File: src/rtl/fcr_pkg.sv
// Shared widths, codes, defaults and structs of the framed command receiver.
package fcr_pkg;

    localparam int KIND_W     = 2;
    localparam int BYTE_W     = 8;
    localparam int SUM_W      = 16;
    localparam int EV_W       = 3;
    localparam int CFG_IDX_W  = 8;
    localparam int CFG_DATA_W = 16;

    // Item kinds
    localparam logic [KIND_W-1:0] KIND_BYTE = 2'd0;
    localparam logic [KIND_W-1:0] KIND_TICK = 2'd1;
    localparam logic [KIND_W-1:0] KIND_READ = 2'd2;

    // Result events
    localparam logic [EV_W-1:0] EV_NONE     = 3'd0;
    localparam logic [EV_W-1:0] EV_ACCEPT   = 3'd1;
    localparam logic [EV_W-1:0] EV_MISMATCH = 3'd2;
    localparam logic [EV_W-1:0] EV_TIMEOUT  = 3'd3;
    localparam logic [EV_W-1:0] EV_READ     = 3'd4;

    // Configuration register indexes
    localparam logic [CFG_IDX_W-1:0] CFG_SEED    = 8'd0;
    localparam logic [CFG_IDX_W-1:0] CFG_TIMEOUT = 8'd1;
    localparam logic [CFG_IDX_W-1:0] CFG_SYNC1   = 8'd2;
    localparam logic [CFG_IDX_W-1:0] CFG_SYNC2   = 8'd3;

    // Configuration defaults
    localparam logic [SUM_W-1:0]  SEED_RST    = 16'hAB34;
    localparam logic [BYTE_W-1:0] TIMEOUT_RST = 8'd10;
    localparam logic [BYTE_W-1:0] SYNC1_RST   = 8'd65;
    localparam logic [BYTE_W-1:0] SYNC2_RST   = 8'd84;

    typedef struct packed {
        logic [KIND_W-1:0] kind;
        logic [BYTE_W-1:0] rx_byte;
        logic [BYTE_W-1:0] read_index;
    } t_item;

    typedef struct packed {
        logic [SUM_W-1:0]  seed;
        logic [BYTE_W-1:0] timeout;
        logic [BYTE_W-1:0] first_sync;
        logic [BYTE_W-1:0] second_sync;
    } t_cfg;

    typedef struct packed {
        logic [EV_W-1:0]   ev;
        logic [BYTE_W-1:0] command;
        logic [BYTE_W-1:0] length;
    } t_parse_res;

    typedef struct packed {
        logic              en;
        logic [BYTE_W-1:0] addr;
        logic [BYTE_W-1:0] data;
    } t_store_wr;

endpackage

File: src/rtl/fcr_in_if.sv
// Input item channel: byte, tick or payload read request.
interface fcr_in_if;
    logic                                valid;
    logic                                ready;
    logic [fcr_pkg::KIND_W-1:0]          kind;
    logic [fcr_pkg::BYTE_W-1:0]          rx_byte;
    logic [fcr_pkg::BYTE_W-1:0]          read_index;

    modport source (output valid, kind, rx_byte, read_index, input ready);
    modport sink   (input valid, kind, rx_byte, read_index, output ready);
endinterface

File: src/rtl/fcr_out_if.sv
// Result item channel: event, frame header fields and read data.
interface fcr_out_if;
    logic                                valid;
    logic                                ready;
    logic [fcr_pkg::EV_W-1:0]            event_res;
    logic [fcr_pkg::BYTE_W-1:0]          command;
    logic [fcr_pkg::BYTE_W-1:0]          length;
    logic [fcr_pkg::BYTE_W-1:0]          read_data;

    modport source (output valid, event_res, command, length, read_data, input ready);
    modport sink   (input valid, event_res, command, length, read_data, output ready);
endinterface

File: src/rtl/fcr_cfg_if.sv
// Configuration write channel: register index and write data.
interface fcr_cfg_if;
    logic                                valid;
    logic                                ready;
    logic [fcr_pkg::CFG_IDX_W-1:0]       index;
    logic [fcr_pkg::CFG_DATA_W-1:0]      data;

    modport source (output valid, index, data, input ready);
    modport sink   (input valid, index, data, output ready);
endinterface

File: src/rtl/fcr_parser.sv
// Frame parser: phase machine, running checksum, idle counter, store write request.
module fcr_parser (
    input  logic                i_clk,
    input  logic                i_rst_n,
    input  logic                i_en,
    input  fcr_pkg::t_item      i_item,
    input  fcr_pkg::t_cfg       i_cfg,
    output fcr_pkg::t_parse_res o_res,
    output fcr_pkg::t_store_wr  o_wr
);
    import fcr_pkg::*;

    // Phase codes
    localparam logic [2:0] PH_IDLE  = 3'd0;
    localparam logic [2:0] PH_SYNC2 = 3'd1;
    localparam logic [2:0] PH_CMD   = 3'd2;
    localparam logic [2:0] PH_LEN   = 3'd3;
    localparam logic [2:0] PH_DATA  = 3'd4;
    localparam logic [2:0] PH_SUMHI = 3'd5;
    localparam logic [2:0] PH_SUMLO = 3'd6;

    logic [2:0]        r_phase,   n_phase;
    logic [BYTE_W-1:0] r_command, n_command;
    logic [BYTE_W-1:0] r_length,  n_length;
    logic [BYTE_W-1:0] r_pos,     n_pos;
    logic [SUM_W-1:0]  r_sum,     n_sum;
    logic [BYTE_W-1:0] r_sum_hi,  n_sum_hi;
    logic [BYTE_W-1:0] r_idle,    n_idle;
    logic [BYTE_W-1:0] idle_inc;
    logic [EV_W-1:0]   ev;
    logic [BYTE_W-1:0] b;

    assign b = i_item.rx_byte;
    // saturating tick count
    assign idle_inc = (r_idle == '1) ? r_idle : r_idle + 8'd1;

    // Next state for one item
    always_comb begin
        n_phase   = r_phase;
        n_command = r_command;
        n_length  = r_length;
        n_pos     = r_pos;
        n_sum     = r_sum;
        n_sum_hi  = r_sum_hi;
        n_idle    = r_idle;
        ev        = EV_NONE;
        o_wr.en   = 1'b0;
        o_wr.addr = r_pos;
        o_wr.data = b;
        case (i_item.kind)
            KIND_BYTE: begin
                n_idle = '0;
                case (r_phase)
                    PH_SYNC2: begin
                        n_phase = (b == i_cfg.second_sync) ? PH_CMD : PH_IDLE;
                    end
                    PH_CMD: begin
                        n_command = b;
                        n_sum     = i_cfg.seed + SUM_W'(b);
                        n_phase   = PH_LEN;
                    end
                    PH_LEN: begin
                        n_length = b;
                        n_sum    = r_sum + SUM_W'(b);
                        n_pos    = '0;
                        n_phase  = (b == '0) ? PH_SUMHI : PH_DATA;
                    end
                    PH_DATA: begin
                        n_sum   = r_sum + SUM_W'(b);
                        o_wr.en = 1'b1;
                        n_pos   = r_pos + 8'd1;
                        if (n_pos == r_length) begin
                            n_phase = PH_SUMHI;
                        end
                    end
                    PH_SUMHI: begin
                        n_sum_hi = b;
                        n_phase  = PH_SUMLO;
                    end
                    PH_SUMLO: begin
                        ev      = (r_sum == {r_sum_hi, b}) ? EV_ACCEPT : EV_MISMATCH;
                        n_phase = PH_IDLE;
                    end
                    default: begin
                        n_phase = (b == i_cfg.first_sync) ? PH_SYNC2 : PH_IDLE;
                    end
                endcase
            end
            KIND_TICK: begin
                if (r_phase == PH_IDLE || r_phase > PH_SUMLO) begin
                    n_phase = PH_IDLE;
                    n_idle  = '0;
                end else if (idle_inc >= i_cfg.timeout) begin
                    n_phase = PH_IDLE;
                    n_idle  = '0;
                    ev      = EV_TIMEOUT;
                end else begin
                    n_idle = idle_inc;
                end
            end
            KIND_READ: begin
                ev = EV_READ;
            end
            default: begin
                ev = EV_NONE;
            end
        endcase
        // the write request is only acted on when the item really moves on
        o_wr.en = o_wr.en & i_en;
    end

    assign o_res.ev      = ev;
    assign o_res.command = n_command;
    assign o_res.length  = n_length;

    // State registers advance once per item
    always_ff @(posedge i_clk) begin
        if (!i_rst_n) begin
            r_phase   <= PH_IDLE;
            r_command <= '0;
            r_length  <= '0;
            r_pos     <= '0;
            r_sum     <= '0;
            r_sum_hi  <= '0;
            r_idle    <= '0;
        end else if (i_en) begin
            r_phase   <= n_phase;
            r_command <= n_command;
            r_length  <= n_length;
            r_pos     <= n_pos;
            r_sum     <= n_sum;
            r_sum_hi  <= n_sum_hi;
            r_idle    <= n_idle;
        end
    end

endmodule

File: src/rtl/fcr_payload_ram.sv
// Payload store: one write port, one registered read port; out-of-range reads give zero.
module fcr_payload_ram #(
    parameter int DEPTH = 256
) (
    input  logic                       i_clk,
    input  fcr_pkg::t_store_wr         i_wr,
    input  logic                       i_rd_en,
    input  logic                       i_rd_req,
    input  logic [fcr_pkg::BYTE_W-1:0] i_rd_addr,
    output logic [fcr_pkg::BYTE_W-1:0] o_rd_data
);
    import fcr_pkg::*;

    localparam int AW = (DEPTH > 1) ? $clog2(DEPTH) : 1;

    logic [BYTE_W-1:0] r_mem [DEPTH];
    logic [BYTE_W-1:0] r_rd_data;
    logic              wr_in_range;
    logic              rd_in_range;

    assign wr_in_range = {1'b0, i_wr.addr} < (BYTE_W + 1)'(DEPTH);
    assign rd_in_range = {1'b0, i_rd_addr} < (BYTE_W + 1)'(DEPTH);

    // Write port: bytes past the end are dropped
    always_ff @(posedge i_clk) begin
        if (i_wr.en && wr_in_range) begin
            r_mem[i_wr.addr[AW-1:0]] <= i_wr.data;
        end
    end

    // Read port: registered, zero for non-read items and out-of-range indexes
    always_ff @(posedge i_clk) begin
        if (i_rd_en) begin
            if (i_rd_req && rd_in_range) begin
                r_rd_data <= r_mem[i_rd_addr[AW-1:0]];
            end else begin
                r_rd_data <= '0;
            end
        end
    end

    assign o_rd_data = r_rd_data;

endmodule

File: src/rtl/framed_command_receiver.sv
// Top level of the framed command receiver: item register, parser, store, result register.
//
//  Port     Dir   Handshake      Carries
//  i_cmd    in    valid/ready    kind, rx_byte, read_index
//  o_res    out   valid/ready    event_res, command, length, read_data
//  i_cfg    in    valid/ready    index, data (ready always high)
//
// One item per cycle sustained while results are taken; an accepted item passes
// the input register, then the result register and store read, where its result
// is valid.
// Reset (i_rst_n low, synchronous) clears the parser, the config registers to
// their defaults and both stage valids; the payload store is not cleared.
// A stalled result holds the result register and the item behind it; input
// ready drops only when both stages are full and the result is not taken.
module framed_command_receiver #(
    parameter int PAYLOAD_DEPTH = 256
) (
    input  logic      i_clk,
    input  logic      i_rst_n,
    fcr_in_if.sink    i_cmd,
    fcr_out_if.source o_res,
    fcr_cfg_if.sink   i_cfg
);
    import fcr_pkg::*;

    logic       r_s1_valid;
    t_item      r_s1_item;
    logic       r_out_valid;
    t_parse_res r_out;
    t_cfg       r_cfg;
    t_parse_res parse_res;
    t_store_wr  store_wr;
    logic       out_free;
    logic       s1_go;
    logic       in_take;

    // Pipeline flow
    assign out_free    = !r_out_valid || o_res.ready;
    assign s1_go       = r_s1_valid && out_free;
    assign i_cmd.ready = !r_s1_valid || s1_go;
    assign in_take     = i_cmd.valid && i_cmd.ready;

    // Input register
    always_ff @(posedge i_clk) begin
        if (!i_rst_n) begin
            r_s1_valid <= 1'b0;
        end else if (i_cmd.ready) begin
            r_s1_valid <= i_cmd.valid;
        end
    end

    always_ff @(posedge i_clk) begin
        if (in_take) begin
            r_s1_item.kind       <= i_cmd.kind;
            r_s1_item.rx_byte    <= i_cmd.rx_byte;
            r_s1_item.read_index <= i_cmd.read_index;
        end
    end

    // Configuration registers
    assign i_cfg.ready = 1'b1;

    always_ff @(posedge i_clk) begin
        if (!i_rst_n) begin
            r_cfg.seed        <= SEED_RST;
            r_cfg.timeout     <= TIMEOUT_RST;
            r_cfg.first_sync  <= SYNC1_RST;
            r_cfg.second_sync <= SYNC2_RST;
        end else if (i_cfg.valid) begin
            case (i_cfg.index)
                CFG_SEED:    r_cfg.seed        <= i_cfg.data;
                CFG_TIMEOUT: r_cfg.timeout     <= i_cfg.data[BYTE_W-1:0];
                CFG_SYNC1:   r_cfg.first_sync  <= i_cfg.data[BYTE_W-1:0];
                CFG_SYNC2:   r_cfg.second_sync <= i_cfg.data[BYTE_W-1:0];
                default:     r_cfg             <= r_cfg;
            endcase
        end
    end

    fcr_parser u_parser (
        .i_clk   (i_clk),
        .i_rst_n (i_rst_n),
        .i_en    (s1_go),
        .i_item  (r_s1_item),
        .i_cfg   (r_cfg),
        .o_res   (parse_res),
        .o_wr    (store_wr)
    );

    fcr_payload_ram #(
        .DEPTH (PAYLOAD_DEPTH)
    ) u_ram (
        .i_clk     (i_clk),
        .i_wr      (store_wr),
        .i_rd_en   (s1_go),
        .i_rd_req  (r_s1_item.kind == KIND_READ),
        .i_rd_addr (r_s1_item.read_index),
        .o_rd_data (o_res.read_data)
    );

    // Result register
    always_ff @(posedge i_clk) begin
        if (!i_rst_n) begin
            r_out_valid <= 1'b0;
        end else if (out_free) begin
            r_out_valid <= r_s1_valid;
        end
    end

    always_ff @(posedge i_clk) begin
        if (s1_go) begin
            r_out <= parse_res;
        end
    end

    assign o_res.valid     = r_out_valid;
    assign o_res.event_res = r_out.ev;
    assign o_res.command   = r_out.command;
    assign o_res.length    = r_out.length;

`ifndef SYNTHESIS
    // A result appears only for an item that sat in the input register
    a_out_from_s1: assert property (@(posedge i_clk) disable iff (!i_rst_n)
        $rose(r_out_valid) |-> $past(r_s1_valid))
        else $error("result without a pending item");

    // An item that moves on always lands in the result register
    a_s1_lands: assert property (@(posedge i_clk) disable iff (!i_rst_n)
        s1_go |=> r_out_valid)
        else $error("item lost between stages");

    // Store data only shows on read results
    a_read_zero: assert property (@(posedge i_clk) disable iff (!i_rst_n)
        (o_res.valid && o_res.event_res != EV_READ) |-> (o_res.read_data == '0))
        else $error("read data on a non-read result");
`endif

endmodule

File: src/flat_wrapper.sv
// flat-port wrapper written by rule: the top's interface ports become plain ports
module framed_command_receiver_flat import fcr_pkg::*;
#(
    parameter int PAYLOAD_DEPTH = 256
)
  (i_clk, i_rst_n, i_cmd_valid, i_cmd_kind, i_cmd_rx_byte, i_cmd_read_index, i_cmd_ready, o_res_valid, o_res_event_res, o_res_command, o_res_length, o_res_read_data, o_res_ready, i_cfg_valid, i_cfg_index, i_cfg_data, i_cfg_ready);
  fcr_in_if i_cmd_i ();
  fcr_out_if o_res_i ();
  fcr_cfg_if i_cfg_i ();
  input  logic i_clk;
  input  logic i_rst_n;
  input wire logic [$bits(i_cmd_i.valid)-1:0] i_cmd_valid;
  input wire logic [$bits(i_cmd_i.kind)-1:0] i_cmd_kind;
  input wire logic [$bits(i_cmd_i.rx_byte)-1:0] i_cmd_rx_byte;
  input wire logic [$bits(i_cmd_i.read_index)-1:0] i_cmd_read_index;
  output wire logic [$bits(i_cmd_i.ready)-1:0] i_cmd_ready;
  output wire logic [$bits(o_res_i.valid)-1:0] o_res_valid;
  output wire logic [$bits(o_res_i.event_res)-1:0] o_res_event_res;
  output wire logic [$bits(o_res_i.command)-1:0] o_res_command;
  output wire logic [$bits(o_res_i.length)-1:0] o_res_length;
  output wire logic [$bits(o_res_i.read_data)-1:0] o_res_read_data;
  input wire logic [$bits(o_res_i.ready)-1:0] o_res_ready;
  input wire logic [$bits(i_cfg_i.valid)-1:0] i_cfg_valid;
  input wire logic [$bits(i_cfg_i.index)-1:0] i_cfg_index;
  input wire logic [$bits(i_cfg_i.data)-1:0] i_cfg_data;
  output wire logic [$bits(i_cfg_i.ready)-1:0] i_cfg_ready;
  assign i_cmd_i.valid = i_cmd_valid;
  assign i_cmd_i.kind = i_cmd_kind;
  assign i_cmd_i.rx_byte = i_cmd_rx_byte;
  assign i_cmd_i.read_index = i_cmd_read_index;
  assign i_cmd_ready = i_cmd_i.ready;
  assign o_res_valid = o_res_i.valid;
  assign o_res_event_res = o_res_i.event_res;
  assign o_res_command = o_res_i.command;
  assign o_res_length = o_res_i.length;
  assign o_res_read_data = o_res_i.read_data;
  assign o_res_i.ready = o_res_ready;
  assign i_cfg_i.valid = i_cfg_valid;
  assign i_cfg_i.index = i_cfg_index;
  assign i_cfg_i.data = i_cfg_data;
  assign i_cfg_ready = i_cfg_i.ready;
  framed_command_receiver #(.PAYLOAD_DEPTH(PAYLOAD_DEPTH)) u_core (.i_clk(i_clk), .i_rst_n(i_rst_n), .i_cmd(i_cmd_i), .o_res(o_res_i), .i_cfg(i_cfg_i));
endmodule
File: config.mk
export PLATFORM = sky130hd
export DESIGN_NAME = framed_command_receiver_flat
export DESIGN_NICKNAME = d
export VERILOG_FILES = /design/src/rtl/fcr_pkg.sv /design/src/rtl/fcr_in_if.sv /design/src/rtl/fcr_out_if.sv /design/src/rtl/fcr_cfg_if.sv /design/src/rtl/fcr_parser.sv /design/src/rtl/fcr_payload_ram.sv /design/src/rtl/framed_command_receiver.sv /design/src/flat_wrapper.sv
export SDC_FILE = /design/constraint.sdc
export NUM_CORES = 2
export LEC_CHECK = 0
export BUFFER_PORTS_ARGS = -buffer_cell sky130_fd_sc_hd__buf_2
export CORE_MARGIN = 2
export CORE_UTILIZATION = 30
export DETAILED_ROUTE_END_ITERATION = 7
export SYNTH_ARGS = -nofsm -noshare
export SYNTH_HDL_FRONTEND = slang
export SYNTH_SLANG_ARGS = --single-unit
File: constraint.sdc
create_clock -name i_clk -period 6.3 [get_ports i_clk]
set_input_delay 0.63 -clock i_clk [delete_from_list [all_inputs] [get_ports i_clk]]
set_output_delay 0.63 -clock i_clk [all_outputs]
set_load 0.05 [all_outputs]
# Yosys cells after proc, flatten, opt, wreduce, memory -nomap -nowiden
# Memories as Yosys holds them, arrays and structs flattened. A register that Yosys moved wholly into a read port is not among the register bits.
# Cells that the tools add are included.
[word_totals]
ff_bits = 138
mem_bits_rw = 2048
inputBits = 47
output_inout_bits = 30
mem_count = 1
[memory_table]
columns = ["name", "depth", "width", "rd", "rd_clocked_by_memory_dff", "write_ports", "line_no", "rtl"]
rows = [
  ["u_core.u_ram.r_mem", 256, 8, 1, 1, 1, "fcr_payload_ram.sv:16", "logic [BYTE_W-1:0] r_mem [DEPTH];"],
]
[op_classes]
addsub = 4
order_cmp = 2
n_eq_ne = 18
n_mux = 27
bitwise_logic = 1
n_reduce_logical = 25
[ops]
columns = ["op", "n"]
rows = [
  ["2-to-1 mux 8 bit", 7],
  ["adder 16 x 8 -> 16 bit", 2],
  ["one-hot mux 16 bit (2 select lines)", 1],
  ["one-hot mux 8 bit (2 select lines)", 2],
  ["== test 8 bit", 3],
  ["one-hot mux 3 bit (6 select lines)", 1],
  ["adder 8 x 1 -> 8 bit (second input constant)", 2],
  ["== test 16 bit", 1],
  ["== test 8 x 2 -> 1 bit (second input constant)", 2],
  ["zero test 8 bit", 2],
  ["2-to-1 mux 2 bit", 5],
  ["AND reduction 2 bit", 5],
  ["== test 3 bit (second input constant)", 3],
  ["2-to-1 mux 3 bit", 3],
  ["one-hot mux 3 bit (3 select lines)", 1],
  ["AND reduction 3 bit", 3],
  ["== test 8 x 1 -> 1 bit (second input constant)", 1],
  ["== test 8 bit (second input constant)", 1],
  [">= comparator 8 bit", 1],
  ["== test 3 x 2 -> 1 bit (second input constant)", 2],
  ["2-to-1 mux 1 bit", 6],
  ["!= test 3 bit (second input constant)", 2],
  ["one-hot mux 3 bit (2 select lines)", 1],
  ["nonzero test 2 bit", 3],
  ["other kinds (12)", 17],
]

# Longest topological paths before layout
[depth]
word_depth = 6
depth_mapped = 16
depth_no_buf = 13

# Cells and area by module
# A second synthesis with hierarchy kept.
[hier_totals]
cells_unflattened = 4795
area_unflattened_um2 = 87747.9
[by_module_without_submodules]
columns = ["module", "n_inst", "cells_each", "area_each_um2", "seq_area_each_um2"]
rows = [
  ["fcr_payload_ram", 1, 4025, 80432.1, 61739.2],
  ["fcr_parser", 1, 561, 4456.8, 1181.1],
  ["framed_command_receiver", 1, 209, 2859.0, 1951.9],
]

# Least setup slack after synthesis
# OpenSTA, ideal clock, no wires.
[synth_timing]
kind = "register -> register"
start = "reg u_core.r_s1_item[9] (netlist bit)"
end = "reg u_core.u_parser.r_sum[13]"
arrival_time_ns = 5.630
required_time_ns = 6.180
path_slack_ns = 0.551
stages_incl_launch_ff = 9
period_less_slack_ns = 5.749
cell_sequence = "edfxtp_1 ha_1 a21o_1 a21o_1 a2111oi_1 nor3b_1 and2_1 nor3b_1 o31a_1"
[synth_between]
elab_chain_cells = 2
elab_cells_between_ends = 3
classes_between = "add/sub (2); mux (1)"
[synth_lines]
columns = ["item", "line_no", "rtl"]
rows = [
  ["from (decl)", "framed_command_receiver.sv:27", "t_item r_s1_item;"],
  ["adder 16 x 8 -> 16 bit, on equally long branches", "fcr_parser.sv:64, fcr_parser.sv:69, fcr_parser.sv:59", ""],
  ["one-hot mux 16 bit (2 select lines) *", "fcr_parser.sv:53", "case (r_phase)"],
  ["to (signal assigned)", "fcr_parser.sv:131", "r_sum <= n_sum;"],
  ["to (decl)", "fcr_parser.sv:26", "logic [SUM_W-1:0] r_sum, n_sum;"],
]
# Mark *: on every way between the ends. The rest lies on a longest branch, timed or not.
# A chain may end at the register's enable or synchronous reset.

# Worst setup path in the final report
[layout_timing]
start = "reg u_core.r_out_valid (netlist: u_core.o_res.valid)"
end = "mem u_core.u_ram.r_mem[131][6], enable pin"
[layout_between]
elab_chain_cells = 6
[layout_lines]
columns = ["item", "line_no", "rtl"]
rows = [
  ["from (decl)", "framed_command_receiver.sv:28", "logic r_out_valid;"],
  ["from (signal assigned)", "framed_command_receiver.sv:106", "r_out_valid <= r_s1_valid;"],
  ["zero test 1 bit", "framed_command_receiver.sv:38", "assign out_free = !r_out_valid || o_res.ready;"],
  ["logical OR 1 bit", "framed_command_receiver.sv:38", ""],
  ["logical AND 1 bit", "framed_command_receiver.sv:39", "assign s1_go = r_s1_valid && out_free;"],
  ["AND 1 bit", "fcr_parser.sv:109", "o_wr.en = o_wr.en & i_en;"],
  ["2-to-1 mux 1 bit", "fcr_payload_ram.sv:26", "if (i_wr.en && wr_in_range) begin"],
  ["2-to-1 mux 1 bit (implied by the code)", "fcr_payload_ram.sv:27", "r_mem[i_wr.addr[AW-1:0]] <= i_wr.data;"],
  ["to (decl)", "fcr_payload_ram.sv:16", ""],
]
# Every way passes these cells.

==> out/results.txt <==
main flop type after synthesis: edfxtp_1
sw power: 6.47 mW
max-slew violations: 0
Internal Power: 23.9 mW
DIE WIDTH: 539 um
clock sinks: 2194
via count: 43.5k
crit path kind: reg -> reg
Critical Path Start Type: flop
Detailed Route Iter0 Violations: 5181
htree depth: 4
RSZ-0062 raised after global routing: no
final core occ: 34.4%
Multi-input gate area: 19700 sq um
outcome: finished, final reports clean
Leak: 30.3 nW
GP Congestion: 0.858
end of the critical path: u_core.u_ram.r_mem[131][6]
Worst R2R End: u_core.u_ram.r_mem[131][6]
critical path's slowest cell: nor3b_1
worst r2r src: u_core.o_res.valid
register area share after synthesis: 75.5%
worst ir drop on vdd: 0.234 mV
crit path capture type: flop
CTS tree: yes
Seq cells post-synth: 2194
min cycle time layout: 4980 ps
Net Sw Frac: 21.3%
fin crit share: 79.0%
Synth Area in Simple Gates: 3.84%
Antenna Nets Post-Route: 0
Nets: 4538
setup TNS: 0 ps
post-synthesis compound-gate area fraction: 2.37%
Worst EP arrival: 5460 ps
number of max-cap violations: 0
# fillers: 26.5k
post-synthesis xor/xnor area fraction: 0.551%
Adder-Cell Fraction of Synth Area: 0.329%
combinational family with the most area after synthesis: multiplexers
vias in the first global route: 43.2k
max incr delay on CP: 1090 ps
row cnt: 196
Die Y: 539 um
required time worst endpoint: 6780 ps
Hold Vio Cnt, Final: 0
fraction of synthesized area in multiplexers: 15.8%
Synth Instances: 4312
CTS resizes: 0
Post-synth EDFFs: 2093
Slew HR: 6.11%
CP Max Fanout: 16
CTS Root Cell: clkbuf_16
initial antenna violation count: 8
reg2reg path depth: 8
part of the power in combinational logic: 4.5%
Clock transition at path regs: 60 ps
Tot GR Track Use: 15.3%
clock group share of total power: 42.8%
Remaining DRCs: 0
register area: 64900 sq um
Mapped Area: 85900 sq um
Power per Cell Area: 309 nW/um^2
Post-CTS Hold Fix Bufs: 26
I/O pins: 77
layout cells sized above 1: 23.4%
core box area: 285000 sq um
Slew @ Worst Pin: 1400 ps
vias per cell: 5.16
setup ws final: 1320 ps
Netlist cell types: 65
Num CTS Buffers: 213
die area: 291000 sq um
wire length per cell: 26.9 um
number of synthesis warnings: 0
Hold Crit Class: in -> reg
final setup fails: 0
Synth Area per Inst: 19.9 sq um
Clock Latency Late Sink: 860 ps
setup bufs post-CTS: 0
Total Wirelength: 227000 um
Initial Util: 30.1%
Clock Path Buffers: 3
sequential power share: 52.7%
CP Launch Point: u_core.o_res.valid
gr ovfl total: 0
CP Cell Sequence: nand2b_1 -> nand2_1 -> nor2_1 -> buf_4 -> nand3_1 -> nor3b_1 -> nand2_1 -> nor2_1
dpl ws: 942 ps
global-route wire length before repair: 324000 um
asr flop ratio synth: 0%
Syn Nets: 4381
Max Clock Skew: 34.6 ps
Max Freq: 0.201 GHz
hpwl dp: 141000 um
largest net degree at the start of global routing: 195
Synth-to-Final Area Change: 14.2%
flop2flop setup slack: 1320 ps
DR pass1 iterations: 5
number of buffers added on ports: 75
## synth_stat cells (16+ instances only)
| library cell | instances | area [sq um] |
|---|---|---|
| mux4_2 | 536 | 12100 |
| clkbuf_1 | 124 | 465 |
| dfxtp_1 | 101 | 2020 |
| mux2i_1 | 110 | 1100 |
| xnor2_1 | 38 | 333 |
| nand2_1 | 180 | 676 |
| inv_1 | 27 | 101 |
| nor3_1 | 31 | 155 |
| mux2_2 | 34 | 383 |
| buf_2 | 56 | 280 |
| buf_1 | 19 | 71.3 |
| ha_1 | 21 | 263 |
| nor2_1 | 381 | 1430 |
| a211oi_1 | 28 | 210 |
| a21oi_1 | 81 | 405 |
| nor4_1 | 17 | 106 |
| nand3_1 | 58 | 290 |
| o22ai_1 | 112 | 701 |
| edfxtp_1 | 2093 | 62900 |
| xor2_1 | 16 | 140 |
| o221ai_1 | 16 | 140 |
| o21ai_0 | 38 | 190 |
| buf_4 | 36 | 270 |
## layout by cell type (no fill, tap or decap), types with 40 or more instances in the layout
cell / instances
clkinv_2: 48
buf_2: 75
nor2_1: 380
mux4_2: 536
nand3_1: 58
buf_4: 73
a21oi_1: 81
clkbuf_1: 40
dfxtp_1: 101
nand2_1: 172
edfxtp_1: 2093
o22ai_1: 112
mux2i_1: 110
clkbuf_16: 219
## critical path, delay by kind of cell, from the launching register on
kind	cells	cell delay, ps
buffers and inverters	1	220
and+or+nand+nor	7	4050
DFF	1	320
## power groups by stage
stage / Clock (mW) / Sequential, mW / Combinational (mW)
6_report: 13.0 / 16.0 / 1.35
5_1_grt: 13.8 / 16.0 / 1.43
4_1_cts: 13.2 / 16.0 / 1.37
3_5_place_dp: 0 / 16.3 / 1.36
3_3_place_gp: 0 / 16.3 / 1.35
2_1_floorplan: 0 / 16.5 / 0.700
## through the flow
stage,power (mW),hold WS (ps),std cells,instance area (sq um)
2_1_floorplan,17.2,433,4312,85900
3_3_place_gp,17.7,440,7990,90700
3_5_place_dp,17.7,444,7990,90700
4_1_cts,30.6,8.79,8418,98100
5_1_grt,31.2,28.2,8419,98100
6_report,30.4,58.5,8424,98100
## cells by family after synthesis
family                   after synthesis
flip-flops                          2194
other                                  1
AO/OA/AOI/OAI                        327
adder cells (fa/ha/maj)               22
XOR/XNOR                              54
AND/OR/NAND/NOR                      755
multiplexers                         682
buffers and inverters                277
## flip-flops by register name, indices dropped and copies added (netlist names)
| signal | cells |
|---|---|
| u_core.u_parser.r_command | 8 |
| u_core.u_parser.r_length | 8 |
| u_core.r_s1_item | 18 |
| u_core.o_res.valid | 1 |
| u_core.u_parser.r_phase | 3 |
| u_core.u_parser.r_idle | 8 |
| u_core.r_cfg | 40 |
| u_core.o_res.length | 8 |
| u_core.u_ram.r_mem | 2048 |
| u_core.u_parser.r_sum | 16 |
| u_core.o_res.event_res | 3 |
| u_core.o_res.command | 8 |
| u_core.u_ram.o_rd_data | 8 |
| u_core.u_parser.r_pos | 8 |
| u_core.u_parser.r_sum_hi | 8 |
| u_core.r_s1_valid | 1 |
## worst min-delay path by stage
stage,slack [ps],to,start,depth (start not counted)
after detailed placement,440,u_core.u_parser.r_command[6],u_core.u_parser.r_command[6],2
after CTS,9,u_core.r_cfg[36],i_cfg_data[12],3
final,60,u_core.r_cfg[36],i_cfg_data[12],3
after global placement,440,u_core.u_parser.r_command[6],u_core.u_parser.r_command[6],2
after floorplan,430,u_core.u_parser.r_command[0],u_core.u_parser.r_command[0],2
after global routing,30,u_core.r_cfg[36],i_cfg_data[12],3
## area by class of cell
type	instances	area share [%]
Antenna cell	6	0.0153
Clock buffer	260	5.75
Clock inverter	142	1.57
Inverter	27	0.103
Multi-Input combinational cell	1841	20.1
Sequential cell	2194	66.1
Tap cell	3762	4.80
Timing Repair Buffer	192	1.57
## layer usage
metal	vias up	part of all wire, %	track usage (%)
met3	326	7.7	2.93
met2	2105	47	24.4
met1	23100	42	21.0
li1	17900	-	-
met4	4	3.1	4.87
met5	-	0.011	0
No activity file was read; power rests on OpenSTA's default activity.
